## config.mk

```make
export PLATFORM = sky130hd
export DESIGN_NAME = no_leap_calendar_minute_converter_top
export DESIGN_NICKNAME = d
export VERILOG_FILES = /design/src/hdl/nlcm_pkg.sv /design/src/hdl/no_leap_calendar_minute_converter_top.sv /design/src/hdl/nlcm_ctrl.sv /design/src/hdl/nlcm_to_count.sv /design/src/hdl/nlcm_to_fields.sv
export SDC_FILE = /design/constraint.sdc
export NUM_CORES = 2
export LEC_CHECK = 0
export ABC_AREA = 1
export BUFFER_PORTS_ARGS = -buffer_cell sky130_fd_sc_hd__buf_2
export CORE_AREA = 2 2 349 351
export DETAILED_ROUTE_END_ITERATION = 10
export DIE_AREA = 0 0 351 353
export PLACE_DENSITY_LB_ADDON = 0.2
export SETUP_SLACK_MARGIN = 0.05
export SYNTH_ARGS = -nofsm -noshare
export SYNTH_HDL_FRONTEND = slang
export SYNTH_HIERARCHICAL = 1
export SYNTH_SLANG_ARGS = --single-unit
```

## constraint.sdc

```tcl
create_clock -name aclk -period 21.2 [get_ports aclk]
set_clock_uncertainty 0.2 [all_clocks]
set_input_delay 0 -clock aclk [delete_from_list [all_inputs] [get_ports aclk]]
set_output_delay 0 -clock aclk [all_outputs]
set_load 0.005 [all_outputs]
```

## src/hdl/nlcm_pkg.sv

```systemverilog
// Shared types, constants and calendar tables for the no-leap minute converter.
package nlcm_pkg;

    // Conversion direction carried in the request's tuser.
    typedef enum logic {
        CMD_TO_COUNT  = 1'b0,
        CMD_TO_FIELDS = 1'b1
    } cmd_t;

    // Register stages: input register, four datapath stages, result register.
    localparam int NUM_STAGES = 6;
    localparam int LAST_STAGE = NUM_STAGES - 1;

    localparam logic [13:0] EPOCH_YEAR   = 14'd1970;
    localparam logic [13:0] LAST_YEAR    = 14'd9999;
    localparam logic [19:0] MIN_PER_YEAR = 20'd525600;
    localparam logic [10:0] MIN_PER_DAY  = 11'd1440;
    localparam logic [5:0]  MIN_PER_HOUR = 6'd60;
    localparam logic [4:0]  HOUR_PER_DAY = 5'd24;
    localparam logic [4:0]  LAST_HOUR    = 5'd23;
    localparam logic [5:0]  LAST_MINUTE  = 6'd59;
    localparam logic [3:0]  LAST_MONTH   = 4'd12;

    // Reciprocals for the constant divisions.
    // Minutes per year is 32 * 16425; the estimate is floor(2^40 / 16425) and
    // may come out one low, which a later stage corrects.
    localparam logic [25:0] RECIP_YEAR = 26'd66941347;
    localparam int          YEAR_SHIFT = 40;
    // Minutes to hours: (x / 4) / 15 with ceil(2^26 / 15), exact below 2^18.
    localparam logic [22:0] RECIP_HOUR = 23'd4473925;
    localparam int          HOUR_SHIFT = 26;
    // Minutes to days: (x / 32) / 45 with ceil(2^25 / 45), exact below 2^15.
    localparam logic [19:0] RECIP_DAY  = 20'd745655;
    localparam int          DAY_SHIFT  = 25;

    // Stage load strobes and the direction of the item leaving the last
    // datapath stage.
    typedef struct packed {
        logic [NUM_STAGES-1:0] load;
        cmd_t                  cmd;
    } ctl_t;

    // Calendar fields of a converted count.
    typedef struct packed {
        logic [13:0] year;
        logic [3:0]  month;
        logic [4:0]  day;
        logic [4:0]  hour;
        logic [5:0]  minute;
    } fields_t;

    // Day of year (from 0) on which a month starts; months outside 1..12 give 0.
    function automatic logic [8:0] month_start(input logic [3:0] month);
        logic [8:0] start;
        case (month)
            4'd1:    start = 9'd0;
            4'd2:    start = 9'd31;
            4'd3:    start = 9'd59;
            4'd4:    start = 9'd90;
            4'd5:    start = 9'd120;
            4'd6:    start = 9'd151;
            4'd7:    start = 9'd181;
            4'd8:    start = 9'd212;
            4'd9:    start = 9'd243;
            4'd10:   start = 9'd273;
            4'd11:   start = 9'd304;
            4'd12:   start = 9'd334;
            default: start = 9'd0;
        endcase
        return start;
    endfunction

    // Length of a month; months outside 1..12 give 0 so that no day passes.
    function automatic logic [4:0] month_len(input logic [3:0] month);
        logic [4:0] len;
        case (month)
            4'd1:    len = 5'd31;
            4'd2:    len = 5'd28;
            4'd3:    len = 5'd31;
            4'd4:    len = 5'd30;
            4'd5:    len = 5'd31;
            4'd6:    len = 5'd30;
            4'd7:    len = 5'd31;
            4'd8:    len = 5'd31;
            4'd9:    len = 5'd30;
            4'd10:   len = 5'd31;
            4'd11:   len = 5'd30;
            4'd12:   len = 5'd31;
            default: len = 5'd0;
        endcase
        return len;
    endfunction

endpackage

```

## src/hdl/no_leap_calendar_minute_converter_top.sv

```systemverilog
// Top level of the no-leap calendar minute converter.
// Each request passes through six register stages (input register, four datapath
// stages, result register), each holding one request; throughput is one request
// per cycle while the result is not stalled.
// A stalled result only stops the unbroken run of full stages directly behind it.
// Reset (aresetn low, synchronous) empties every stage; data registers are not reset.
module no_leap_calendar_minute_converter_top (
    input  logic        aclk,
    input  logic        aresetn,
    input  logic        s_tvalid,
    output logic        s_tready,
    // [31:0] count_minutes, [45:32] year, [49:46] month, [54:50] day,
    // [59:55] hour, [65:60] minute, [71:66] zero
    input  logic [71:0] s_tdata,
    // [0] cmd
    input  logic [0:0]  s_tuser,
    output logic        m_tvalid,
    input  logic        m_tready,
    // [31:0] out_count, [45:32] out_year, [49:46] out_month, [54:50] out_day,
    // [59:55] out_hour, [65:60] out_minute, [71:66] zero
    output logic [71:0] m_tdata,
    // [0] range_error
    output logic [0:0]  m_tuser
);

    nlcm_pkg::ctl_t    ctl;
    logic [31:0]       in_count_reg;
    logic [13:0]       in_year_reg;
    logic [3:0]        in_month_reg;
    logic [4:0]        in_day_reg;
    logic [4:0]        in_hour_reg;
    logic [5:0]        in_minute_reg;

    logic [31:0]       tc_count;
    logic              tc_error;
    logic [31:0]       tf_count;
    nlcm_pkg::fields_t tf_fields;

    logic [31:0]       out_count_next;
    nlcm_pkg::fields_t out_fields_next;
    logic              out_error_next;
    logic [31:0]       out_count_reg;
    nlcm_pkg::fields_t out_fields_reg;
    logic              out_error_reg;

    nlcm_ctrl u_ctrl (
        .aclk     (aclk),
        .aresetn  (aresetn),
        .s_tvalid (s_tvalid),
        .s_cmd    (nlcm_pkg::cmd_t'(s_tuser[0])),
        .s_tready (s_tready),
        .m_tready (m_tready),
        .m_tvalid (m_tvalid),
        .ctl      (ctl)
    );

    // Input register.
    always_ff @(posedge aclk) begin
        if (ctl.load[0]) begin
            in_count_reg  <= s_tdata[31:0];
            in_year_reg   <= s_tdata[45:32];
            in_month_reg  <= s_tdata[49:46];
            in_day_reg    <= s_tdata[54:50];
            in_hour_reg   <= s_tdata[59:55];
            in_minute_reg <= s_tdata[65:60];
        end
    end

    nlcm_to_count u_to_count (
        .aclk        (aclk),
        .ctl         (ctl),
        .year        (in_year_reg),
        .month       (in_month_reg),
        .day         (in_day_reg),
        .hour        (in_hour_reg),
        .minute      (in_minute_reg),
        .count       (tc_count),
        .range_error (tc_error)
    );

    nlcm_to_fields u_to_fields (
        .aclk          (aclk),
        .ctl           (ctl),
        .count_minutes (in_count_reg),
        .count_echo    (tf_count),
        .fields        (tf_fields)
    );

    // Pick the result of the requested direction.
    always_comb begin
        case (ctl.cmd)
            nlcm_pkg::CMD_TO_FIELDS: begin
                out_count_next  = tf_count;
                out_fields_next = tf_fields;
                out_error_next  = 1'b0;
            end
            default: begin
                out_count_next  = tc_count;
                out_fields_next = '0;
                out_error_next  = tc_error;
            end
        endcase
    end

    // Result register.
    always_ff @(posedge aclk) begin
        if (ctl.load[nlcm_pkg::LAST_STAGE]) begin
            out_count_reg  <= out_count_next;
            out_fields_reg <= out_fields_next;
            out_error_reg  <= out_error_next;
        end
    end

    assign m_tdata = {6'd0, out_fields_reg.minute, out_fields_reg.hour, out_fields_reg.day,
                      out_fields_reg.month, out_fields_reg.year, out_count_reg};
    assign m_tuser = out_error_reg;

endmodule

```

## src/hdl/nlcm_ctrl.sv

```systemverilog
// Stage valid tracking, per-stage flow control and direction tracking.
module nlcm_ctrl (
    input  logic                 aclk,
    input  logic                 aresetn,
    input  logic                 s_tvalid,
    input  nlcm_pkg::cmd_t       s_cmd,
    output logic                 s_tready,
    input  logic                 m_tready,
    output logic                 m_tvalid,
    output nlcm_pkg::ctl_t       ctl
);

    logic [nlcm_pkg::NUM_STAGES-1:0] valid_reg;
    logic [nlcm_pkg::NUM_STAGES-1:0] valid_next;
    logic [nlcm_pkg::NUM_STAGES-1:0] ready;
    nlcm_pkg::cmd_t                  cmd_reg [nlcm_pkg::LAST_STAGE];

    // A stage may load when it is empty or when the stage after it moves on.
    always_comb begin
        ready[nlcm_pkg::LAST_STAGE] = !valid_reg[nlcm_pkg::LAST_STAGE] || m_tready;
        for (int i = nlcm_pkg::LAST_STAGE - 1; i >= 0; i--) begin
            ready[i] = !valid_reg[i] || ready[i+1];
        end
    end

    // Valid bits follow their requests down the pipeline.
    always_comb begin
        valid_next[0] = ready[0] ? s_tvalid : valid_reg[0];
        for (int i = 1; i < nlcm_pkg::NUM_STAGES; i++) begin
            valid_next[i] = ready[i] ? valid_reg[i-1] : valid_reg[i];
        end
    end

    always_ff @(posedge aclk) begin
        if (!aresetn) begin
            valid_reg <= '0;
        end else begin
            valid_reg <= valid_next;
        end
    end

    // The direction travels with each request up to the result mux.
    always_ff @(posedge aclk) begin
        if (ready[0]) begin
            cmd_reg[0] <= s_cmd;
        end
        for (int i = 1; i < nlcm_pkg::LAST_STAGE; i++) begin
            if (ready[i]) begin
                cmd_reg[i] <= cmd_reg[i-1];
            end
        end
    end

    assign s_tready = ready[0];
    assign m_tvalid = valid_reg[nlcm_pkg::LAST_STAGE];
    assign ctl.load = ready;
    assign ctl.cmd  = cmd_reg[nlcm_pkg::LAST_STAGE-1];

endmodule

```

## src/hdl/nlcm_to_count.sv

```systemverilog
// Calendar fields to minute count: field checks and the weighted sum.
module nlcm_to_count (
    input  logic           aclk,
    input  nlcm_pkg::ctl_t ctl,
    input  logic [13:0]    year,
    input  logic [3:0]     month,
    input  logic [4:0]     day,
    input  logic [4:0]     hour,
    input  logic [5:0]     minute,
    output logic [31:0]    count,
    output logic           range_error
);

    logic        s1_ok_reg;
    logic [12:0] s1_yoff_reg;
    logic [8:0]  s1_dayidx_reg;
    logic [10:0] s1_hm_reg;
    logic        s1_ok_next;
    logic [13:0] yoff_full;

    logic        s2_ok_reg;
    logic [31:0] s2_ym_reg;
    logic [19:0] s2_dm_reg;

    logic        s3_ok_reg;
    logic [31:0] s3_count_reg;

    logic        s4_ok_reg;
    logic [31:0] s4_count_reg;

    // Stage 1: range checks, year offset, day of year and minute of day.
    always_comb begin
        s1_ok_next = (year >= nlcm_pkg::EPOCH_YEAR) && (year <= nlcm_pkg::LAST_YEAR)
                  && (month != 4'd0) && (month <= nlcm_pkg::LAST_MONTH)
                  && (hour <= nlcm_pkg::LAST_HOUR) && (minute <= nlcm_pkg::LAST_MINUTE)
                  && (day != 5'd0) && (day <= nlcm_pkg::month_len(month));
        yoff_full  = year - nlcm_pkg::EPOCH_YEAR;
    end

    always_ff @(posedge aclk) begin
        if (ctl.load[1]) begin
            s1_ok_reg     <= s1_ok_next;
            s1_yoff_reg   <= yoff_full[12:0];
            s1_dayidx_reg <= nlcm_pkg::month_start(month) + 9'(day) - 9'd1;
            s1_hm_reg     <= 11'(hour) * 11'(nlcm_pkg::MIN_PER_HOUR) + 11'(minute);
        end
    end

    // Stage 2: scale years and days to minutes.
    always_ff @(posedge aclk) begin
        if (ctl.load[2]) begin
            s2_ok_reg <= s1_ok_reg;
            s2_ym_reg <= 32'(s1_yoff_reg) * 32'(nlcm_pkg::MIN_PER_YEAR);
            s2_dm_reg <= 20'(s1_dayidx_reg) * 20'(nlcm_pkg::MIN_PER_DAY) + 20'(s1_hm_reg);
        end
    end

    // Stage 3: final sum; an invalid request reports a zero count.
    always_ff @(posedge aclk) begin
        if (ctl.load[3]) begin
            s3_ok_reg    <= s2_ok_reg;
            s3_count_reg <= s2_ok_reg ? (s2_ym_reg + 32'(s2_dm_reg)) : 32'd0;
        end
    end

    // Stage 4: hold the result level with the other direction.
    always_ff @(posedge aclk) begin
        if (ctl.load[4]) begin
            s4_ok_reg    <= s3_ok_reg;
            s4_count_reg <= s3_count_reg;
        end
    end

    assign count       = s4_count_reg;
    assign range_error = !s4_ok_reg;

endmodule

```

## src/hdl/nlcm_to_fields.sv

```systemverilog
// Minute count to calendar fields: reciprocal divisions and month lookup.
module nlcm_to_fields (
    input  logic              aclk,
    input  nlcm_pkg::ctl_t    ctl,
    input  logic [31:0]       count_minutes,
    output logic [31:0]       count_echo,
    output nlcm_pkg::fields_t fields
);

    logic [52:0] year_prod;
    logic [31:0] s1_count_reg;
    logic [12:0] s1_years_reg;

    logic [31:0] year_mins;
    logic [31:0] rem_wide;
    logic [31:0] s2_count_reg;
    logic [12:0] s2_years_reg;
    logic [20:0] s2_rem_reg;

    logic [31:0] s3_count_reg;
    logic [12:0] s3_years_reg;
    logic [19:0] s3_rem_reg;

    logic [40:0] hour_prod;
    logic [34:0] day_prod;
    logic [31:0] s4_count_reg;
    logic [12:0] s4_years_reg;
    logic [19:0] s4_rem_reg;
    logic [13:0] s4_hoy_reg;
    logic [8:0]  s4_doy_reg;

    logic [19:0] minute_wide;
    logic [13:0] hour_wide;
    logic [3:0]  month_cnt;
    logic [3:0]  month_val;
    logic [8:0]  day_wide;

    // Stage 1: year estimate by reciprocal multiply.
    assign year_prod = 53'(count_minutes[31:5]) * 53'(nlcm_pkg::RECIP_YEAR);

    always_ff @(posedge aclk) begin
        if (ctl.load[1]) begin
            s1_count_reg <= count_minutes;
            s1_years_reg <= year_prod[nlcm_pkg::YEAR_SHIFT +: 13];
        end
    end

    // Stage 2: minutes left over after the estimated years.
    always_comb begin
        year_mins = 32'(s1_years_reg) * 32'(nlcm_pkg::MIN_PER_YEAR);
        rem_wide  = s1_count_reg - year_mins;
    end

    always_ff @(posedge aclk) begin
        if (ctl.load[2]) begin
            s2_count_reg <= s1_count_reg;
            s2_years_reg <= s1_years_reg;
            s2_rem_reg   <= rem_wide[20:0];
        end
    end

    // Stage 3: correct an estimate that came out one year low.
    always_ff @(posedge aclk) begin
        if (ctl.load[3]) begin
            s3_count_reg <= s2_count_reg;
            if (s2_rem_reg >= 21'(nlcm_pkg::MIN_PER_YEAR)) begin
                s3_years_reg <= s2_years_reg + 13'd1;
                s3_rem_reg   <= 20'(s2_rem_reg - 21'(nlcm_pkg::MIN_PER_YEAR));
            end else begin
                s3_years_reg <= s2_years_reg;
                s3_rem_reg   <= s2_rem_reg[19:0];
            end
        end
    end

    // Stage 4: hour of year and day of year by reciprocal multiply.
    assign hour_prod = 41'(s3_rem_reg[19:2]) * 41'(nlcm_pkg::RECIP_HOUR);
    assign day_prod  = 35'(s3_rem_reg[19:5]) * 35'(nlcm_pkg::RECIP_DAY);

    always_ff @(posedge aclk) begin
        if (ctl.load[4]) begin
            s4_count_reg <= s3_count_reg;
            s4_years_reg <= s3_years_reg;
            s4_rem_reg   <= s3_rem_reg;
            s4_hoy_reg   <= hour_prod[nlcm_pkg::HOUR_SHIFT +: 14];
            s4_doy_reg   <= day_prod[nlcm_pkg::DAY_SHIFT +: 9];
        end
    end

    // Remainders, and the month found by counting the month starts passed.
    always_comb begin
        minute_wide = s4_rem_reg - 20'(s4_hoy_reg) * 20'(nlcm_pkg::MIN_PER_HOUR);
        hour_wide   = s4_hoy_reg - 14'(s4_doy_reg) * 14'(nlcm_pkg::HOUR_PER_DAY);
        month_cnt   = 4'd0;
        for (int m = 2; m <= 12; m++) begin
            if (s4_doy_reg >= nlcm_pkg::month_start(4'(m))) begin
                month_cnt = month_cnt + 4'd1;
            end
        end
        month_val   = month_cnt + 4'd1;
        day_wide    = s4_doy_reg - nlcm_pkg::month_start(month_val) + 9'd1;
    end

    assign count_echo    = s4_count_reg;
    assign fields.year   = 14'(s4_years_reg) + nlcm_pkg::EPOCH_YEAR;
    assign fields.month  = month_val;
    assign fields.day    = day_wide[4:0];
    assign fields.hour   = hour_wide[4:0];
    assign fields.minute = minute_wide[5:0];

endmodule

```

==> results.md <==
* Internal reg-to-reg setup slack at 11,770 ps
* Number of nets in the finished design at 6,217
* Top Ports at 152
* Number of cells after detailed placement at 6,334
* Critical path peak fanout at 11
* Detailed-routing iteration count for the pre-antenna-repair pass at 7
* Worst-Skew Late Latency at 650 ps
* Type of origin of the critical path: register
* Most frequent cell on the critical path: sky130_fd_sc_hd__nand2_1
* Yosys reg bits at 518
* Cell types with the largest area share after synthesis: sky130_fd_sc_hd__edfxtp_1 32%, sky130_fd_sc_hd__fa_1 21%, sky130_fd_sc_hd__ha_1 19%
* Required time worst endpoint at approximately 21,000 ps
* Fin area at between 50,000 and 60,000 um2
* Count of H-tree levels built during CTS at 3
* Number of antenna-violating nets in the routed design at 0
* RSZ-0062 raised after global routing: false
* Die height at 353 um
* Tot GR Track Use at 18.8%
* Core Rows at between 100 and 150
* Data arrival, critical path at 9620 ps
* Share of synthesized registers carrying an async set or reset at 0%
* RePlAce Congestion at 0.918
* Number of antenna violations at the first check in global routing at 3
* Dominant cell by count in the synthesized netlist: sky130_fd_sc_hd__inv_1
* Top cells by count, synth: 1,064 x sky130_fd_sc_hd__inv_1, 717 x sky130_fd_sc_hd__ha_1, 624 x sky130_fd_sc_hd__nand2_1
* Final-report setup violation count at 0
* Area of the multi-input gates at roughly 28,000 um2
* Share of cells above drive strength 1 at 6.65%
* GRT Residual Overflow at 0
* Crit-path slowest cell: sky130_fd_sc_hd__xnor2_1
* Die area at ~120,000 um2
* Highest Clock Rate at 0.106 GHz
* Post-synthesis area per instance at 10.4 um2
* Total of warnings raised by yosys at 6
* Final critical path time including I/O delays and setup at between 9000 and 10,000 ps
* Number of standard cells in the final layout excluding fillers at 6,591
* Portion of synthesized cell area occupied by the leading cell type at 32.2%
* Result of the run: finished clean
* Via density per instance at 4.72
* Layout filler cell count at about 12,000
* CTS max path bufs at 3
* Unique masters post-synth at 63
* Crit path kind: register to register
* Initial DRC count at 1,442
* Sum Neg Setup Slack at 0 ps
* Total via count in the routed design at 31,133
* Worst slew margin relative to its limit at 30.1%
* CTS tree: built
* Maximum number of pins on one net before global-route repair at 82
* Global-route wire length before repair at around 180 mm
* P&R area growth vs syn at 12.9%
* Maximum Capacitance Violations at 0
* Flip-flop count of the largest register, all copies and words added at 34
* Post-cts repair resize count at 0
* Worst-margin pin slew at 1050 ps
* Number of cells produced by synthesis at 4,587
* Largest stage delay on the critical path at ~650 ps
* Via count of the first global-routing pass at about 33,000
* Standard cell core area at between 100,000 and 150,000 um2
* Number of buffers inserted during clock tree synthesis at 66
* Tcrit/Tclk final at 44.5%
* Buffers added on ports at 139
* Count of buffer and inverter cells on the critical path at 7
* Number of flops mapped to enable cells by yosys at approximately 510
* DP HPWL at 94.2 mm
* Number of sinks driven by the clock tree at 518
* CTS clk-pin slew, worst paths at about 60 ps
* Final hold violation count at 0
* Area of placed instances at roughly 50,000 um2
* Fin. max-slew vios at 0
* Final WL at 113 mm
* Prevailing post-synth register cell: sky130_fd_sc_hd__edfxtp_1
* Top cell type by total area after synthesis: sky130_fd_sc_hd__edfxtp_1
* Sequential fraction of the synthesis area at about a third
* Buffer cell driving the clock tree root: sky130_fd_sc_hd__clkbuf_16
* N_diodes at 0
* Sequential standard cell area at 15,500 um2
* Mapped Area at approximately 48,000 um2
* Die X at 351 um
* Path class of the lowest-slack min-delay path: input port to register
* Starting Density at 39.6%
* Cell type group with the largest total delay on the critical path: adder cells
* Wire length per cell after detailed routing at 17.1 um
* Count of unresolved DRC violations after routing at 0
* Critical Path Sink Type: register
cell families (layout without fill, tap and decap cells):
kind of cell    Yosys count  after routing  share of synthesized area (%)
fa+ha+maj              1223           1223                           40.0
compound gates          420            420                           5.01
buf+inv                1114           1488                           9.06
other cells               1              6                        0.00785
simple gates           1145           1145                           10.4
xor+xnor                166            166                           3.04
flops                   518            518                           32.4
placed cells by master, fill, tap and decap left out, types with 10 or more instances in the layout:
master / netlist / final
sky130_fd_sc_hd__inv_1: 1064 / 1063
sky130_fd_sc_hd__ha_1: 717 / 717
sky130_fd_sc_hd__nand2_1: 624 / 623
sky130_fd_sc_hd__edfxtp_1: 512 / 512
sky130_fd_sc_hd__fa_1: 506 / 506
sky130_fd_sc_hd__nor2_1: 207 / 207
sky130_fd_sc_hd__a21oi_1: 204 / 204
sky130_fd_sc_hd__dlygate4sd3_1: 0 / 140
sky130_fd_sc_hd__nand3_1: 140 / 140
sky130_fd_sc_hd__buf_2: 6 / 139
sky130_fd_sc_hd__o21ai_0: 108 / 108
sky130_fd_sc_hd__xor2_1: 106 / 106
sky130_fd_sc_hd__clkbuf_16: 0 / 66
sky130_fd_sc_hd__xnor2_1: 60 / 60
sky130_fd_sc_hd__nand4_1: 43 / 43
sky130_fd_sc_hd__nor3_1: 38 / 38
sky130_fd_sc_hd__nand2_2: 28 / 27
sky130_fd_sc_hd__buf_4: 24 / 18
sky130_fd_sc_hd__nor4_1: 16 / 16
sky130_fd_sc_hd__clkinv_1: 2 / 15
sky130_fd_sc_hd__nand3_2: 13 / 12
sky130_fd_sc_hd__a31oi_1: 11 / 11
sky130_fd_sc_hd__a21o_1: 11 / 11
sky130_fd_sc_hd__o21bai_1: 10 / 10
path summary, 6_finish.rpt:
check | startpoint | to | depth (start not counted)
setup reg to reg | u_to_fields/s4_doy_reg[0] | m_tdata[54] | 51
hold / removal | m_tready | u_ctrl/valid_reg[5] | 5
setup / recovery | u_to_fields/s4_doy_reg[0] | m_tdata[54] | 51
hold reg to reg | u_to_count/s3_count_reg[16] | u_to_count/count[16] | 0
final cells by class:
type,count,area share (%)
Sequential cell,518,28.7
Multi-Input combinational cell,2960,51.9
Clock inverter,43,0.873
Clock buffer,74,3.12
Timing Repair Buffer,297,4.14
Tap cell,1625,3.77
Inverter,1074,7.48
what timing repair did:
| item | in CTS | in global routing |
|---|---|---|
| hold buffers | 140 | 0 |
| setup buffers | 0 | 0 |
| endpoints found under the hold margin | 115 | 0 |
per-stage QoR:
step	worst slack (ps)	util, %	hold WS (ps)
3_3_place_gp	11880	41.8	-23.2
4_1_cts	11770	44.7	79.7
6_report	11770	44.7	129
5_1_grt	11050	44.7	173
3_5_place_dp	11810	41.8	-21.9
2_1_floorplan	12870	-	-101
worst min-delay path, delay by kind of cell:
kind | cells | cell delay, ps
AO/OA/AOI/OAI | 1 | 80
buffers and inverters | 3 | 670
AND/OR/NAND/NOR | 1 | 170
per-layer routing:
metal / track usage, % / part of all wire [%] / vias up
li1: - / - / 15510
met1: 25.3 / 46 / 15018
met2: 32.0 / 48 / 483
met3: 2.57 / 3.8 / 122
met4: 4.55 / 2.1 / 0
met5: 0 / 0 / -
Power is not shown: default switching activity piles up to over one toggle a cycle in this logic, so the estimate is an artifact.
